<file path="config.mk">
export PLATFORM = sky130hd
export DESIGN_NAME = alps_arith
export DESIGN_NICKNAME = d
export VERILOG_FILES = /design/src/hdl/alps_pkg.sv /design/src/hdl/alps_arith.sv
export SDC_FILE = /design/constraint.sdc
export NUM_CORES = 2
export LEC_CHECK = 0
export BUFFER_PORTS_ARGS = -buffer_cell sky130_fd_sc_hd__buf_2
export CELL_PAD_IN_SITES_DETAIL_PLACEMENT = 1
export CELL_PAD_IN_SITES_GLOBAL_PLACEMENT = 2
export CORE_UTILIZATION = 43
export DETAILED_ROUTE_END_ITERATION = 7
export GPL_TIMING_DRIVEN = 1
export PLACE_DENSITY_LB_ADDON = 0.1
export SKIP_LAST_GASP = 1
export SYNTH_ARGS = -nofsm -noshare
export SYNTH_HDL_FRONTEND = slang
export SYNTH_SLANG_ARGS = --single-unit
</file>
<file path="constraint.sdc">
create_clock -name i_clk -period 14.07 [get_ports i_clk]
set_clock_uncertainty 0.05 [all_clocks]
set_input_delay 2.1105 -clock i_clk [delete_from_list [all_inputs] [get_ports i_clk]]
set_output_delay 2.1105 -clock i_clk [all_outputs]
set_load 0.005 [all_outputs]
</file>
<file path="src/hdl/alps_pkg.sv">
// shared types, constants and the micro-program for the admm local primal solve block
// no dependencies
package alps_pkg;

    localparam int RF_AW = 5;
    localparam int PC_W  = 7;

    typedef enum logic [3:0] {
        OP_ADD,
        OP_SUB,
        OP_MUL,
        OP_DIV,
        OP_LT,
        OP_CHKZ,
        OP_CLR,
        OP_LATCH,
        OP_SEL,
        OP_CALL,
        OP_RET,
        OP_END
    } t_op;

    typedef enum logic [2:0] {
        SQ_IDLE,
        SQ_LOAD,
        SQ_FETCH,
        SQ_ISSUE,
        SQ_WAIT,
        SQ_DONE
    } t_seq_state;

    typedef enum logic [1:0] {
        AR_IDLE,
        AR_MUL,
        AR_DIV,
        AR_FIN
    } t_arith_state;

    typedef struct packed {
        logic             start;
        t_op              op;
        logic [31:0]      a;
        logic [31:0]      b;
    } t_arith_req;

    typedef struct packed {
        logic             done;
        logic             flag;
        logic [31:0]      result;
    } t_arith_rsp;

    typedef struct packed {
        t_op              op;
        logic [RF_AW-1:0] d;
        logic [RF_AW-1:0] a;
        logic [RF_AW-1:0] b;
    } t_uop;

    // configuration register indexes
    localparam logic [2:0] CFG_RHO   = 3'd0;
    localparam logic [2:0] CFG_COST  = 3'd1;
    localparam logic [2:0] CFG_EXT   = 3'd2;
    localparam logic [2:0] CFG_LOWER = 3'd3;
    localparam logic [2:0] CFG_OWN   = 3'd4;
    localparam logic [2:0] CFG_GAIN0 = 3'd5;
    localparam logic [2:0] CFG_GAIN1 = 3'd6;

    // register file slots, vectors held in own / other order
    localparam logic [RF_AW-1:0] S_RHO  = 5'd0;
    localparam logic [RF_AW-1:0] S_RH   = 5'd1;
    localparam logic [RF_AW-1:0] S_C    = 5'd2;
    localparam logic [RF_AW-1:0] S_O    = 5'd3;
    localparam logic [RF_AW-1:0] S_L    = 5'd4;
    localparam logic [RF_AW-1:0] S_KO   = 5'd5;
    localparam logic [RF_AW-1:0] S_KT   = 5'd6;
    localparam logic [RF_AW-1:0] S_AO   = 5'd7;
    localparam logic [RF_AW-1:0] S_AT   = 5'd8;
    localparam logic [RF_AW-1:0] S_YO   = 5'd9;
    localparam logic [RF_AW-1:0] S_YT   = 5'd10;
    localparam logic [RF_AW-1:0] S_HUN  = 5'd11;
    localparam logic [RF_AW-1:0] S_NTOL = 5'd12;
    localparam logic [RF_AW-1:0] S_TOL  = 5'd13;
    localparam logic [RF_AW-1:0] S_ZERO = 5'd14;
    localparam logic [RF_AW-1:0] S_ZO   = 5'd15;
    localparam logic [RF_AW-1:0] S_ZT   = 5'd16;
    localparam logic [RF_AW-1:0] S_N    = 5'd17;
    localparam logic [RF_AW-1:0] S_M    = 5'd18;
    localparam logic [RF_AW-1:0] S_KZ   = 5'd19;
    localparam logic [RF_AW-1:0] S_OL   = 5'd20;
    localparam logic [RF_AW-1:0] S_UO   = 5'd21;
    localparam logic [RF_AW-1:0] S_UT   = 5'd22;
    localparam logic [RF_AW-1:0] S_HT   = 5'd23;
    localparam logic [RF_AW-1:0] S_LOT  = 5'd24;
    localparam logic [RF_AW-1:0] S_DO   = 5'd25;
    localparam logic [RF_AW-1:0] S_DT   = 5'd26;
    localparam logic [RF_AW-1:0] S_T1   = 5'd27;
    localparam logic [RF_AW-1:0] S_T2   = 5'd28;
    localparam logic [RF_AW-1:0] S_BB   = 5'd29;
    localparam logic [RF_AW-1:0] S_T3   = 5'd30;
    localparam logic [RF_AW-1:0] S_T4   = 5'd31;

    localparam logic [3:0]      LOAD_LAST = 4'd14;
    localparam logic [PC_W-1:0] PC_CONS   = 7'd67;

    function automatic t_uop mk(input t_op op, input logic [RF_AW-1:0] d,
                                input logic [RF_AW-1:0] a, input logic [RF_AW-1:0] b);
        t_uop u;
        u.op = op;
        u.d  = d;
        u.a  = a;
        u.b  = b;
        return u;
    endfunction

    function automatic t_uop uop_rom(input logic [PC_W-1:0] pc);
        t_uop u;
        case (pc)
            // shared terms
            7'd0:  u = mk(OP_MUL,  S_T1,   S_RHO,  S_AO);
            7'd1:  u = mk(OP_SUB,  S_ZO,   S_T1,   S_YO);
            7'd2:  u = mk(OP_SUB,  S_ZO,   S_ZO,   S_C);
            7'd3:  u = mk(OP_MUL,  S_T1,   S_RHO,  S_AT);
            7'd4:  u = mk(OP_SUB,  S_ZT,   S_T1,   S_YT);
            7'd5:  u = mk(OP_MUL,  S_T1,   S_KO,   S_KO);
            7'd6:  u = mk(OP_MUL,  S_T2,   S_KT,   S_KT);
            7'd7:  u = mk(OP_ADD,  S_N,    S_T1,   S_T2);
            7'd8:  u = mk(OP_SUB,  S_M,    S_N,    S_T1);
            7'd9:  u = mk(OP_MUL,  S_T1,   S_KO,   S_ZO);
            7'd10: u = mk(OP_MUL,  S_T2,   S_KT,   S_ZT);
            7'd11: u = mk(OP_ADD,  S_KZ,   S_T1,   S_T2);
            7'd12: u = mk(OP_SUB,  S_OL,   S_O,    S_L);
            7'd13: u = mk(OP_ADD,  S_HT,   S_HUN,  S_TOL);
            7'd14: u = mk(OP_SUB,  S_LOT,  S_L,    S_O);
            7'd15: u = mk(OP_SUB,  S_LOT,  S_LOT,  S_TOL);
            7'd16: u = mk(OP_DIV,  S_UO,   S_ZO,   S_RHO);
            7'd17: u = mk(OP_DIV,  S_UT,   S_ZT,   S_RHO);
            // unconstrained
            7'd18: u = mk(OP_CLR,  S_ZERO, S_ZERO, S_ZERO);
            7'd19: u = mk(OP_CHKZ, S_ZERO, S_RHO,  S_RHO);
            7'd20: u = mk(OP_ADD,  S_DO,   S_UO,   S_ZERO);
            7'd21: u = mk(OP_ADD,  S_DT,   S_UT,   S_ZERO);
            7'd22: u = mk(OP_CALL, S_ZERO, S_ZERO, S_ZERO);
            // linear bound face
            7'd23: u = mk(OP_CLR,  S_ZERO, S_ZERO, S_ZERO);
            7'd24: u = mk(OP_DIV,  S_T1,   S_KZ,   S_RHO);
            7'd25: u = mk(OP_ADD,  S_T1,   S_OL,   S_T1);
            7'd26: u = mk(OP_DIV,  S_T1,   S_T1,   S_N);
            7'd27: u = mk(OP_MUL,  S_T2,   S_KO,   S_T1);
            7'd28: u = mk(OP_SUB,  S_DO,   S_UO,   S_T2);
            7'd29: u = mk(OP_MUL,  S_T2,   S_KT,   S_T1);
            7'd30: u = mk(OP_SUB,  S_DT,   S_UT,   S_T2);
            7'd31: u = mk(OP_CALL, S_ZERO, S_ZERO, S_ZERO);
            // zero face
            7'd32: u = mk(OP_CLR,  S_ZERO, S_ZERO, S_ZERO);
            7'd33: u = mk(OP_CHKZ, S_ZERO, S_RHO,  S_RHO);
            7'd34: u = mk(OP_ADD,  S_DO,   S_ZERO, S_ZERO);
            7'd35: u = mk(OP_ADD,  S_DT,   S_UT,   S_ZERO);
            7'd36: u = mk(OP_CALL, S_ZERO, S_ZERO, S_ZERO);
            // full face
            7'd37: u = mk(OP_CLR,  S_ZERO, S_ZERO, S_ZERO);
            7'd38: u = mk(OP_CHKZ, S_ZERO, S_RHO,  S_RHO);
            7'd39: u = mk(OP_ADD,  S_DO,   S_HUN,  S_ZERO);
            7'd40: u = mk(OP_ADD,  S_DT,   S_UT,   S_ZERO);
            7'd41: u = mk(OP_CALL, S_ZERO, S_ZERO, S_ZERO);
            // linear and zero
            7'd42: u = mk(OP_CLR,  S_ZERO, S_ZERO, S_ZERO);
            7'd43: u = mk(OP_DIV,  S_T1,   S_OL,   S_M);
            7'd44: u = mk(OP_MUL,  S_T2,   S_KO,   S_ZO);
            7'd45: u = mk(OP_SUB,  S_T2,   S_T2,   S_KZ);
            7'd46: u = mk(OP_DIV,  S_T2,   S_T2,   S_RHO);
            7'd47: u = mk(OP_DIV,  S_BB,   S_T2,   S_M);
            7'd48: u = mk(OP_MUL,  S_T2,   S_KT,   S_T1);
            7'd49: u = mk(OP_SUB,  S_DT,   S_UT,   S_T2);
            7'd50: u = mk(OP_MUL,  S_T2,   S_KT,   S_BB);
            7'd51: u = mk(OP_ADD,  S_DT,   S_DT,   S_T2);
            7'd52: u = mk(OP_ADD,  S_DO,   S_ZERO, S_ZERO);
            7'd53: u = mk(OP_CALL, S_ZERO, S_ZERO, S_ZERO);
            // linear and full
            7'd54: u = mk(OP_CLR,  S_ZERO, S_ZERO, S_ZERO);
            7'd55: u = mk(OP_CHKZ, S_ZERO, S_RHO,  S_RHO);
            7'd56: u = mk(OP_CHKZ, S_ZERO, S_M,    S_M);
            7'd57: u = mk(OP_MUL,  S_T1,   S_HUN,  S_KO);
            7'd58: u = mk(OP_ADD,  S_T1,   S_OL,   S_T1);
            7'd59: u = mk(OP_DIV,  S_T1,   S_T1,   S_M);
            7'd60: u = mk(OP_MUL,  S_T2,   S_KT,   S_T1);
            7'd61: u = mk(OP_SUB,  S_DT,   S_UT,   S_T2);
            7'd62: u = mk(OP_MUL,  S_T2,   S_KT,   S_BB);
            7'd63: u = mk(OP_ADD,  S_DT,   S_DT,   S_T2);
            7'd64: u = mk(OP_ADD,  S_DO,   S_HUN,  S_ZERO);
            7'd65: u = mk(OP_CALL, S_ZERO, S_ZERO, S_ZERO);
            7'd66: u = mk(OP_END,  S_ZERO, S_ZERO, S_ZERO);
            // candidate check and scoring
            7'd67: u = mk(OP_LATCH, S_ZERO, S_DO,  S_DT);
            7'd68: u = mk(OP_LT,   S_ZERO, S_DO,   S_NTOL);
            7'd69: u = mk(OP_LT,   S_ZERO, S_HT,   S_DO);
            7'd70: u = mk(OP_MUL,  S_T3,   S_DO,   S_KO);
            7'd71: u = mk(OP_MUL,  S_T4,   S_DT,   S_KT);
            7'd72: u = mk(OP_ADD,  S_T3,   S_T3,   S_T4);
            7'd73: u = mk(OP_LT,   S_ZERO, S_T3,   S_LOT);
            7'd74: u = mk(OP_MUL,  S_T1,   S_C,    S_DO);
            7'd75: u = mk(OP_SUB,  S_DO,   S_DO,   S_AO);
            7'd76: u = mk(OP_SUB,  S_DT,   S_DT,   S_AT);
            7'd77: u = mk(OP_MUL,  S_T2,   S_YO,   S_DO);
            7'd78: u = mk(OP_MUL,  S_T3,   S_YT,   S_DT);
            7'd79: u = mk(OP_ADD,  S_T2,   S_T2,   S_T3);
            7'd80: u = mk(OP_ADD,  S_T1,   S_T1,   S_T2);
            7'd81: u = mk(OP_MUL,  S_T2,   S_DO,   S_DO);
            7'd82: u = mk(OP_MUL,  S_T3,   S_DT,   S_DT);
            7'd83: u = mk(OP_ADD,  S_T2,   S_T2,   S_T3);
            7'd84: u = mk(OP_MUL,  S_T2,   S_RH,   S_T2);
            7'd85: u = mk(OP_ADD,  S_T1,   S_T1,   S_T2);
            7'd86: u = mk(OP_SEL,  S_ZERO, S_T1,   S_ZERO);
            7'd87: u = mk(OP_RET,  S_ZERO, S_ZERO, S_ZERO);
            default: u = mk(OP_END, S_ZERO, S_ZERO, S_ZERO);
        endcase
        return u;
    endfunction

endpackage

</file>
<file path="src/hdl/alps_arith.sv">
// shared saturating arithmetic unit: add, subtract, compare, fixed point multiply and
// serial restoring divide; depends on alps_pkg
module alps_arith #(
    parameter int FRAC_BITS = 16
) (
    input  logic                i_clk,
    input  logic                i_rst_n,
    input  alps_pkg::t_arith_req i_req,
    output alps_pkg::t_arith_rsp o_rsp
);
    import alps_pkg::*;

    localparam int NW = 32 + FRAC_BITS;
    localparam int CW = $clog2(NW);
    localparam logic signed [63:0] QMAX64 = 64'sd2147483647;
    localparam logic signed [63:0] QMIN64 = -64'sd2147483648;
    localparam logic signed [63:0] RND    = (64'sd1 <<< FRAC_BITS) - 64'sd1;

    t_arith_state      r_state, n_state;
    logic              r_done, n_done;
    logic              r_flag, n_flag;
    logic [31:0]       r_result, n_result;
    logic signed [63:0] r_prod, n_prod;
    logic [NW-1:0]     r_num, n_num;
    logic [31:0]       r_den, n_den;
    logic [31:0]       r_rem, n_rem;
    logic [CW-1:0]     r_cnt, n_cnt;
    logic              r_neg, n_neg;

    logic signed [32:0] sum_add, sum_sub;
    logic [31:0]       a_mag, b_mag;
    logic signed [63:0] p_adj, p_q;
    logic [32:0]       shifted;
    logic              q_fit;
    logic [NW:0]       q_ext;

    always_comb begin
        sum_add = {i_req.a[31], i_req.a} + {i_req.b[31], i_req.b};
        sum_sub = {i_req.a[31], i_req.a} - {i_req.b[31], i_req.b};
        a_mag   = i_req.a[31] ? (32'd0 - i_req.a) : i_req.a;
        b_mag   = i_req.b[31] ? (32'd0 - i_req.b) : i_req.b;
        p_adj   = r_prod + (r_prod[63] ? RND : 64'sd0);
        p_q     = p_adj >>> FRAC_BITS;
        shifted = {r_rem, r_num[NW-1]};
        q_fit   = shifted >= {1'b0, r_den};
        q_ext   = {1'b0, r_num};
    end

    always_comb begin
        n_state = r_state;
        case (r_state)
            AR_IDLE: begin
                if (i_req.start && i_req.op == OP_MUL) begin
                    n_state = AR_MUL;
                end else if (i_req.start && i_req.op == OP_DIV && i_req.b != 32'd0) begin
                    n_state = AR_DIV;
                end
            end
            AR_MUL: n_state = AR_IDLE;
            AR_DIV: begin
                if (r_cnt == CW'(NW - 1)) begin
                    n_state = AR_FIN;
                end
            end
            AR_FIN: n_state = AR_IDLE;
            default: n_state = AR_IDLE;
        endcase
    end

    always_comb begin
        n_done   = 1'b0;
        n_flag   = 1'b0;
        n_result = r_result;
        n_prod   = r_prod;
        n_num    = r_num;
        n_den    = r_den;
        n_rem    = r_rem;
        n_cnt    = r_cnt;
        n_neg    = r_neg;
        case (r_state)
            AR_IDLE: begin
                if (i_req.start) begin
                    case (i_req.op)
                        OP_ADD: begin
                            n_done   = 1'b1;
                            n_result = (sum_add[32] != sum_add[31])
                                     ? (sum_add[32] ? 32'h8000_0000 : 32'h7FFF_FFFF)
                                     : sum_add[31:0];
                        end
                        OP_SUB: begin
                            n_done   = 1'b1;
                            n_result = (sum_sub[32] != sum_sub[31])
                                     ? (sum_sub[32] ? 32'h8000_0000 : 32'h7FFF_FFFF)
                                     : sum_sub[31:0];
                        end
                        OP_LT: begin
                            n_done = 1'b1;
                            n_flag = $signed(i_req.a) < $signed(i_req.b);
                        end
                        OP_CHKZ: begin
                            n_done = 1'b1;
                            n_flag = i_req.b == 32'd0;
                        end
                        OP_MUL: begin
                            n_prod = $signed(i_req.a) * $signed(i_req.b);
                        end
                        OP_DIV: begin
                            if (i_req.b == 32'd0) begin
                                n_done   = 1'b1;
                                n_flag   = 1'b1;
                                n_result = 32'd0;
                            end else begin
                                n_num = {a_mag, {FRAC_BITS{1'b0}}};
                                n_den = b_mag;
                                n_rem = 32'd0;
                                n_cnt = '0;
                                n_neg = i_req.a[31] ^ i_req.b[31];
                            end
                        end
                        default: n_done = 1'b1;
                    endcase
                end
            end
            AR_MUL: begin
                n_done = 1'b1;
                if (p_q > QMAX64) begin
                    n_result = 32'h7FFF_FFFF;
                end else if (p_q < QMIN64) begin
                    n_result = 32'h8000_0000;
                end else begin
                    n_result = p_q[31:0];
                end
            end
            AR_DIV: begin
                n_rem = q_fit ? 32'(shifted - {1'b0, r_den}) : shifted[31:0];
                n_num = {r_num[NW-2:0], q_fit};
                n_cnt = r_cnt + CW'(1);
            end
            AR_FIN: begin
                n_done = 1'b1;
                if (r_neg) begin
                    n_result = (q_ext > (NW+1)'(33'h0_8000_0000)) ? 32'h8000_0000
                             : 32'd0 - r_num[31:0];
                end else begin
                    n_result = (q_ext > (NW+1)'(33'h0_7FFF_FFFF)) ? 32'h7FFF_FFFF
                             : r_num[31:0];
                end
            end
            default: n_done = 1'b0;
        endcase
    end

    always_ff @(posedge i_clk) begin
        if (!i_rst_n) begin
            r_state <= AR_IDLE;
            r_done  <= 1'b0;
            r_flag  <= 1'b0;
        end else begin
            r_state <= n_state;
            r_done  <= n_done;
            r_flag  <= n_flag;
        end
        r_result <= n_result;
        r_prod   <= n_prod;
        r_num    <= n_num;
        r_den    <= n_den;
        r_rem    <= n_rem;
        r_cnt    <= n_cnt;
        r_neg    <= n_neg;
    end

    assign o_rsp.done   = r_done;
    assign o_rsp.flag   = r_flag;
    assign o_rsp.result = r_result;

endmodule

</file>
# After elaboration in Yosys (flattened, before gate mapping)
# Index checks and enable logic that the tools add are counted.
dict set report totals {
  reg_bits 219
  output_inout_bits 34
  inputBits 71
}
dict set report op_classes {
  n_lt_le_gt_ge 6
  n_eq_ne 18
  bitwise_logic 2
  muxes 38
  reduce_logical 16
  n_addsub 8
  n_mul 1
}
# cell n
set ops {}
lappend ops {{$mux 32} 16}
lappend ops {{$pmux 32 s3} 2}
lappend ops {{$mux 48} 3}
lappend ops {{$gt 48x32->1 const B} 2}
lappend ops {{$pmux 48 s2} 1}
lappend ops {{$sub 1x32->32 const A} 3}
lappend ops {{$add 64x17->64} 1}
lappend ops {{$mul 32x32->64} 1}
lappend ops {{$pmux 32 s2} 1}
lappend ops {{$gt 48x31->1 const B} 1}
lappend ops {{$lt 48x32->1 const B} 1}
lappend ops {{$add 32x32->33} 1}
lappend ops {{$ge 33x32->1} 1}
lappend ops {{$sub 32x32->33} 1}
lappend ops {{$logic_not 32->1} 1}
lappend ops {{$lt 32x32->1} 1}
lappend ops {{$reduce_bool 32->1} 1}
lappend ops {{$sub 32x32->32} 1}
lappend ops {{$mux 31} 1}
lappend ops {{$mux 6} 3}
lappend ops {{$mux 16} 1}
lappend ops {{$pmux 6 s2} 1}
lappend ops {{$reduce_and 4->1} 3}
lappend ops {{$eq 4x2->1 const B} 2}
lappend ops {{25 further kinds} 39}

# Longest topological paths before layout
dict set report depth {
  depth_word 6
  depth_mapped 32
  mapped_depth_nobuf 29
}

# Worst setup path before layout
# Ideal clock, no wire load.
dict set report synth_timing {
  path_type {input to register}
  start {in i_req[63] (netlist bit)}
  end {reg r_prod[60], data pin}
  n_path_buf 4
  stages 28
  setup_time_ns 0.265
  t_arrival_ns 10.120
  required_time_ns 13.755
  path_slack_ns 3.634
  path_cell_list {clkbuf_1 -> buf_1 -> buf_1 -> nand2_1 -> fa_1 -> fa_1 -> inv_1 -> fa_1 -> fa_1 -> fa_1 -> fa_1 -> inv_1 -> fa_1 -> fa_1 -> inv_1 -> ha_1 -> clkbuf_1 -> and2_1 -> or2_2 -> a21o_1 -> a21oi_1 -> nor2_1 -> o21ai_0 -> nand2b_1 -> a21o_1 -> a21oi_1 -> o21ai_0 -> xor2_1}
}
dict set report synth_between {
  elab_chain_cells 1
}
# item line
set synth_rtl {}
lappend synth_rtl {{start, declared} alps_arith.sv:8} ;# input alps_pkg::t_arith_req i_req,
lappend synth_rtl {{$mul 32x32->64} alps_arith.sv:105} ;# n_prod = $signed(i_req.a) * $signed(i_req.b);
lappend synth_rtl {{end signal, assigned} alps_arith.sv:164} ;# r_prod <= n_prod;
lappend synth_rtl {{end, declared} alps_arith.sv:23} ;# logic signed [63:0] r_prod, n_prod;
# No other way between the ends.
# A chain may end at the register's enable or synchronous reset.

# Final worst setup path
dict set report layout_timing {
  start {in i_req[63] (netlist bit)}
  end {reg r_prod[56], data pin}
}
# The elaborated chain is that of the path after synthesis.

==> impl_results.md <==
* Worst-margin pin slew at between 1000 and 1500 ps
* Initial core utilization at 43.5%
* Most used DFF post-synth: edfxtp_1
* Share of layout cells above drive strength 1 at ~5.2%
* Port Buffers at 104
* Worst hold-check path type: register to register
* Slew HR at 14.6%
* Grt total ovfl at 0
* Placed cell count at 7280
* Initial antenna violation count at 22
* Die X at ~350 microns
* Clk sinks at 219
* Crit start category: input port
* Critical path endpoint category: register
* Worst setup path category: input port to register
* Placement Setup Slack at 1760 ps
* Top post-synthesis cells by area: fa_1 41%, edfxtp_1 12%, inv_1 7.6%, ha_1 7.1%, and2_1 5.3%
* Vias per Instance at 5.65
* Status: finished, final reports clean
* Setup ws final at 2160 ps
* Finish-stage setup viols at 0
* Tmin final at 11910 ps
* Syn_nets at 7232
* Largest area contributor in the netlist: fa_1
* Critical Path RT at around 14000 ps
* Yosys top cell area share at 40.8%
* Slew Viols, Final at 0
* Die Area at 125000 sq um
* EDFF count, synth at 215
* Setup_tns at 0 ps
* H-tree depth at 1
* CTS Root Cell: clkbuf_16
* #FFs+latches synth at 219
* Final RePlAce weighted congestion at approximately 0.94
* DP Wirelength at about 160 mm
* Crit path DAT at 12250 ps
* Cells after synthesis at just under 6000
* DR iter-0 viols at 3023
* DRT Wirelength at slightly below 200 mm
* Fin. Hold Viols at 0
* Vias in the first global route at 46000
* CTS buffer count at 27
* Worst-Skew Late Latency at 580 ps
* Synthesized cell area at 53300 sq um
* Fin area at 56400 sq um
* Post-DP Area at 55400 sq um
* Global-route wire length before repair at 299 mm
* Max Clk Rate at 84.0 MHz
* Final Cycle Share at 84.7%
* Warnings from Yosys at 0
* Setup Fix Bufs, Post-CTS at 0
* Sequential area share after synthesis at 12.3%
* DRC Markers at 0
* Via count at 41400
* Final ANT Viol Nets at 0
* Post-synthesis cell type count at 81
* Finished Layout Cells at 7334
* Synth async-reset ratio at 0%
* Routed len/inst at 26.8 microns
* Pre-antenna DRT Iters at 5
* Reg clk slew, reported paths at 60 ps
* Crit-path max FO at 22
* Number of cell rows at 128
* Clock Path Buffers at 3
* Die Height at between 300 and 400 microns
* GR Util All Layers at 32.1%
* Layout area overhead at 5.86%
* # hold bufs at CTS at 0
* MaxCap Viol Count at 0
* Net count reported at finish at 7141
* RSZ-0062 raised after global routing: false
* Largest net degree at the start of global routing at 67
* IO Pins at 105
* Core Area at 122000 sq um
* Resize count post-CTS at 0
* CTS tree: yes
* Syn Area/Cell at 9.22 sq um
==> final cells by class <==
type	count	area [sq um]
well taps	1625	2030
flip-flops and latches	219	6540
diodes	4	10.0
repair buffers	208	1300
inverters	1084	4070
clock inverters	17	263
clock buffers	33	698
multi-input cells	4144	41500
fillers	14100	66000
==> registers in the layout, summed over array words and instances, names as in the netlist <==
name,flops
r_prod,64
r_num,48
r_den,32
r_rem,32
r_result,32
r_cnt,6
r_state,2
r_done,1
r_flag,1
r_neg,1
==> per-stage QoR <==
step / utilization [%] / hold slack, ps
after detailed placement: 45.3 / 506
final: 46.1 / 520
after floorplan: - / 472
after global placement: 45.3 / 486
after global routing: 46.1 / 552
after CTS: 46.1 / 527
==> worst max-delay path, stage by stage <==
cell	delay [ps]
buf_2	570
clkinv_1	1000
nor2_1	550
fa_1	530
fa_1	470
fa_1	540
inv_1	70
fa_1	530
inv_1	50
fa_1	480
fa_1	570
fa_1	420
fa_1	440
ha_1	430
and3_1	260
nand4_1	280
nor4_1	370
o31ai_1	300
a21oi_1	360
nor3_1	140
o31ai_1	470
a221o_1	310
a31oi_1	160
or4b_2	640
o2111ai_1	140
==> per-layer routing <==
metal,GRT usage (%),vias to the layer above,share of wire [%]
met5,0,-,0.021
li1,-,17900,-
met3,2.76,239,5.0
met1,43.9,22100,43
met2,54.7,1178,48
met4,8.67,6,3.2
==> cells by family (layout without fill, tap and decap cells) <==
logic type | Yosys count | count (layout) | synth area share (%)
and+or+nand+nor | 1720 | 1720 | 15.9
buffers and inverters | 1412 | 1342 | 9.98
adders and majority gates | 1387 | 1387 | 47.9
AOI/OAI and AO/OA | 756 | 756 | 9.24
xor gates and xnor gates | 246 | 246 | 4.05
DFF | 219 | 219 | 12.3
muxes | 35 | 35 | 0.663
other | 0 | 4 | 0
==> final timing paths <==
path	startpoint	end	slack, ps	cells after the start
max	i_req[63]	r_prod[56]$_DFFE_PP_	2160	25
min reg2reg	r_num[40]$_DFFE_PP_	r_num[41]$_DFFE_PP_	520	2
max reg2reg	r_prod[63]$_DFFE_PP_	r_result[19]$_DFFE_PP_	8550	13
min	r_num[40]$_DFFE_PP_	r_num[41]$_DFFE_PP_	520	2
==> cells in the final DEF (no fill, tap or decap), drive strengths merged, types with 56 or more instances in the layout <==
cell type	count
buf	208
a21o	61
inv	1079
xor2	88
nand2	625
fa	1085
nand4	56
and2	455
ha	301
nor2	267
xnor2	158
nand3	66
edfxtp	215
nor3	58
a21oi	206
o21ai	168
==> Yosys cell counts, types with 19 or more instances <==
cell type,n
edfxtp_1,215
or3_1,35
a211oi_1,53
xnor2_1,158
fa_1,1085
o311ai_0,31
inv_1,1078
nor4_1,20
nand2_1,625
ha_1,301
clkbuf_1,309
nor3_1,58
and2_1,455
nand4_1,56
o21a_1,28
and3_1,36
nor2_1,267
xor2_1,88
a31oi_1,21
mux2i_1,33
a21oi_1,206
a21o_1,61
nand3_1,65
or4_1,19
nand2b_1,24
o31ai_1,33
o21bai_1,21
o21ai_0,165
Power is left out: the tool's default activity adds up to more than one toggle a clock period on the data nets, which glitch-free logic cannot reach.
